## src/hw/rtl/oblm_pkg.sv

```systemverilog
// Package for the order book cross/lock monitor.
// Holds report codes, opcodes, state enums and the front-to-back command struct.
// No dependencies.
`default_nettype none
package oblm_pkg;

    localparam logic [1:0] KIND_CROSSED = 2'd0;
    localparam logic [1:0] KIND_LOCKED  = 2'd1;
    localparam logic [1:0] KIND_NORMAL  = 2'd2;
    localparam logic [1:0] KIND_EMPTY   = 2'd3;

    localparam logic OP_ADD    = 1'b0;
    localparam logic OP_MODIFY = 1'b1;

    localparam logic [1:0] REG_PRICE_TOLERANCE = 2'd0;

    typedef enum logic [2:0] {
        ST_IDLE,
        ST_LOOKUP,
        ST_SCAN,
        ST_EVAL,
        ST_CLEAR
    } back_state_t;

    typedef struct packed {
        logic        opcode;
        logic        side_is_ask;
        logic [31:0] order_size;
        logic [31:0] order_price;
        logic [47:0] event_time;
    } cmd_pay_t;

endpackage
`default_nettype wire

```

## src/hw/rtl/oblm_cmd_fifo.sv

```systemverilog
// Short command queue between the front part and the back engine.
// Depends on oblm_pkg for the payload struct.
`default_nettype none
module oblm_cmd_fifo #(
    parameter int SYM_W  = 4,
    parameter int SLOT_W = 10
) (
    input  wire                     aclk,
    input  wire                     aresetn,
    input  wire                     in_valid,
    output logic                    in_ready,
    input  oblm_pkg::cmd_pay_t      in_pay,
    input  wire [SYM_W-1:0]         in_sym,
    input  wire [SLOT_W-1:0]        in_slot,
    output logic                    out_valid,
    input  wire                     out_ready,
    output oblm_pkg::cmd_pay_t      out_pay,
    output logic [SYM_W-1:0]        out_sym,
    output logic [SLOT_W-1:0]       out_slot
);
    oblm_pkg::cmd_pay_t  pay_reg [2];
    logic [SYM_W-1:0]    sym_reg [2];
    logic [SLOT_W-1:0]   slot_reg [2];
    logic                wp_reg, rp_reg;
    logic [1:0]          cnt_reg;
    logic                push, pop;

    assign in_ready  = (cnt_reg != 2'd2);
    assign out_valid = (cnt_reg != 2'd0);
    assign push = in_valid && in_ready;
    assign pop  = out_valid && out_ready;
    assign out_pay  = pay_reg[rp_reg];
    assign out_sym  = sym_reg[rp_reg];
    assign out_slot = slot_reg[rp_reg];

    always_ff @(posedge aclk) begin
        if (push) begin
            pay_reg[wp_reg]  <= in_pay;
            sym_reg[wp_reg]  <= in_sym;
            slot_reg[wp_reg] <= in_slot;
        end
    end

    always_ff @(posedge aclk) begin
        if (!aresetn) begin
            wp_reg  <= 1'b0;
            rp_reg  <= 1'b0;
            cnt_reg <= 2'd0;
        end else begin
            if (push) wp_reg <= ~wp_reg;
            if (pop)  rp_reg <= ~rp_reg;
            cnt_reg <= cnt_reg + {1'b0, push} - {1'b0, pop};
        end
    end
endmodule
`default_nettype wire

```

## src/hw/rtl/oblm_front.sv

```systemverilog
// Front part: takes input transfers, folds indices and queues commands.
// Depends on oblm_pkg and oblm_cmd_fifo.
`default_nettype none
module oblm_front #(
    parameter int SYM_W  = 4,
    parameter int SLOT_W = 10,
    parameter int NUM_SYMBOLS = 16,
    parameter int ORDER_SLOTS = 1024
) (
    input  wire                 aclk,
    input  wire                 aresetn,
    input  wire                 s_valid,
    output logic                s_ready,
    input  wire                 s_opcode,
    input  wire                 s_side_is_ask,
    input  wire [3:0]           s_symbol_index,
    input  wire [9:0]           s_order_slot,
    input  wire [31:0]          s_order_size,
    input  wire [31:0]          s_order_price,
    input  wire [47:0]          s_event_time,
    output logic                c_valid,
    input  wire                 c_ready,
    output oblm_pkg::cmd_pay_t  c_pay,
    output logic [SYM_W-1:0]    c_sym,
    output logic [SLOT_W-1:0]   c_slot
);
    oblm_pkg::cmd_pay_t  pay;
    logic [SYM_W-1:0]    sym;
    logic [SLOT_W-1:0]   slot;

    always_comb begin
        pay.opcode      = s_opcode;
        pay.side_is_ask = s_side_is_ask;
        pay.order_size  = s_order_size;
        pay.order_price = s_order_price;
        pay.event_time  = s_event_time;
        sym  = SYM_W'(32'(s_symbol_index) % NUM_SYMBOLS);
        slot = SLOT_W'(32'(s_order_slot) % ORDER_SLOTS);
    end

    oblm_cmd_fifo #(.SYM_W(SYM_W), .SLOT_W(SLOT_W)) u_fifo (
        .aclk(aclk), .aresetn(aresetn),
        .in_valid(s_valid), .in_ready(s_ready),
        .in_pay(pay), .in_sym(sym), .in_slot(slot),
        .out_valid(c_valid), .out_ready(c_ready),
        .out_pay(c_pay), .out_sym(c_sym), .out_slot(c_slot)
    );
endmodule
`default_nettype wire

```

## config.mk

```make
export PLATFORM = sky130hd
export DESIGN_NAME = oblm_front
export DESIGN_NICKNAME = d
export VERILOG_FILES = /design/src/hw/rtl/oblm_pkg.sv /design/src/hw/rtl/oblm_cmd_fifo.sv /design/src/hw/rtl/oblm_front.sv
export SDC_FILE = /design/constraint.sdc
export NUM_CORES = 1
export LEC_CHECK = 0
export BUFFER_PORTS_ARGS = -buffer_cell sky130_fd_sc_hd__buf_2
export CORE_UTILIZATION = 47
export CTS_CLUSTER_SIZE = 40
export DETAILED_ROUTE_END_ITERATION = 12
export PLACE_DENSITY = 0.76
export SYNTH_ARGS = -nofsm -noshare
export SYNTH_HDL_FRONTEND = slang
export SYNTH_HIERARCHICAL = 1
export SYNTH_SLANG_ARGS = --single-unit
```

## constraint.sdc

```tcl
create_clock -name aclk -period 7.02 [get_ports aclk]
set_clock_uncertainty 0.05 [all_clocks]
set_input_delay 1.404 -clock aclk [delete_from_list [all_inputs] [get_ports aclk]]
set_output_delay 1.404 -clock aclk [all_outputs]
set_load 0.02 [all_outputs]
```

==> results.cfg <==
[status]
outcome = complete, no violations

[floorplan]
fp.dieArea_um2 = 20870
core_um2 = 19650
ios = 262
die_w_um = 144.5
die_h_um = 144.5
start_util = 0.4854
num_rows = 51

[worst_setup_path]
slowest_delay_ns = 0.96
cp-start-kind = flip-flop
crit_fanout = 71
crit_slowest_cell = dfxtp_4
regToRegEndpoint = u_fifo/pay_reg[1][13]
r2r_setup_slack_ns = 4.36
cp_cell_sequence = buf_4 -> mux2_2 -> buf_2
cp_top_family = flip-flops
end_kind = output pin
r2r-start = u_fifo/cnt_reg[0]
critPathKind = flip-flop to output pin
worst-path-buf-inv = 2
crit_required_ns = 5.57
rr_worst_depth = 3
cp_data_arrival_time_ns = 2.86

[sta]
finalCritPeriodShare = 0.6150
fmax_mhz = 231.6
worst_hold_slack_ns = 0.5028
finalMaxSlewViolations = 0
relSlewSlack = 0.3201
finalSetupViolations = 0
hold_viol = 0
tns_ns = 0
tightest_slew_ns = 1.020
layout_min_cycle_time_ns = 4.317
rsz0062_at_grt = no

[clock_tree]
clock_sinks = 261
cts_tree = done
cts_setup_buffers = 0
clock_latency_ns = 0.51
clk_pin_slew_ns = 0.06
numCtsBuffers = 26
htreeDepth = 1
cts_resized = 0
clk_path_buf_depth = 3
root_buffer = clkbuf_16
cts_hold_buf = 0

[routing]
first_pass_iters = 4
vias = 4806
vias_per_cell = 4.879
routedWlPerCell_um = 17.73
first_iter_violations = 193
wl_mm = 17.46
ant_nets = 0
route.detailed.drc = 0

[global_routing]
grt_max_degree = 74
grt-ovfl-total = 0
grt.total_usage = 0.1625
grt_pass1_vias = 5102
grt_antenna_before_repair = 1
grt_pass1_wl_mm = 25.63

[layout]
final_nets = 835
area_delta_synth_final_pct = 24.24
num-fill-cells = 1466
final_common_cell = buf_2
drive_gt1_frac = 0.5967
regArea_um2 = 7791
mostFrequentLayoutCells = buf_2, edfxtp_1, mux2_2
multi_input_area_um2 = 1584
largest_register_ffs = 228

[logic_synthesis]
syn_area_um2 = 9540
syn_inst = 422
synth_seq_cells = 261
yosysUniqueCellTypes = 17
ys_warn_count = 6
avgSynthCellArea_um2 = 22.61
ys_seq_area_frac = 0.8163
synth_fp_nets = 556

[placement]
numPortBuffers = 261
gp_congestion = 0.7307
dp_hpwl_mm = 11.67

[power_and_ir_drop]
power_density_nw_per_um2 = 373.5
power.leakage_nw = 4.404
ir_drop_uv = 238.3
power_mw = 4.427

[worst_hold_path]
min-delay-start = u_fifo/wp_reg
min_delay_path_depth = 2
holdPathEnd = u_fifo/wp_reg
hold_path.class = flip-flop to flip-flop

[run]
cap_violations = 0
-- cells in the mapped netlist --
master | count | area share
and3_1 | 1 | 0.00066
dfxtp_1 | 5 | 0.010
nand2_1 | 2 | 0.00079
ha_1 | 2 | 0.0026
clkbuf_8 | 8 | 0.012
or2_2 | 1 | 0.00066
mux2i_1 | 1 | 0.0010
o21a_1 | 1 | 0.00079
nor2b_1 | 2 | 0.0013
nand2b_1 | 2 | 0.0013
buf_6 | 6 | 0.0071
xnor2_1 | 3 | 0.0028
nor2_1 | 1 | 0.00039
edfxtp_1 | 256 | 0.81
mux2_2 | 128 | 0.15
inv_1 | 1 | 0.00039
and2_1 | 2 | 0.0013
-- worst register-to-register path: stages, from the launching register on --
cell and delay, ns:
dfxtp_1 0.37, nand2b_1 0.18, and3_4 0.84, buf_4 0.81
-- how the worst max path moves through the flow --
stage	end	start	slack, ns	cells after the start
finish	c_pay[59]	flip-flop	2.70	3
global route	c_pay[59]	flip-flop	2.53	3
CTS	c_pay[59]	flip-flop	2.62	3
detailed placement	c_pay[59]	flip-flop	3.20	3
global placement	c_pay[59]	flip-flop	3.27	3
floorplan	u_fifo/pay_reg[0][0]	s_valid	1.69	2
-- cell type report --
class / instances / share of cell area
inverter: 1 / 0.0003167
antenna: 1 / 0.0002111
sequential: 261 / 0.6573
clock buffer: 34 / 0.05922
tap: 265 / 0.02797
timing repair buffer: 265 / 0.1127
clock inverter: 12 / 0.008551
multi-input combinational: 146 / 0.1336
-- per-layer routing --
layer,up-vias,GRT usage,share of wire
met5,-,0,0
met4,0,0.05263,0.026
met3,36,0.05199,0.084
met2,193,0.2824,0.51
met1,2339,0.1903,0.38
li1,2238,-,-
-- report_power, final --
group          leakage, nW  internal, mW  switching [mW]
Combinational         1.58         0.435           0.640
Sequential            2.43          1.96           0.100
Clock                0.392         0.770           0.520
-- metrics by stage --
step	utilization	instance area, µm²	instances	setup WS (ns)
finish	0.6031	11850	985	2.703
CTS	0.6029	11850	984	2.623
global route	0.6029	11850	984	2.529
detailed placement	0.5621	11050	938	3.196
global placement	0.5621	11050	938	3.269
floorplan	-	9543	422	1.690
-- logic make-up after synthesis --
logic type,after synthesis,share of synthesized area
flops,261,0.8163
mux,129,0.1521
buf+inv,15,0.01902
simple gates,11,0.006426
xor+xnor,3,0.002755
fa+ha+maj,2,0.002623
compound gates,1,0.0007872
No activity file was read; power rests on OpenSTA's default activity.
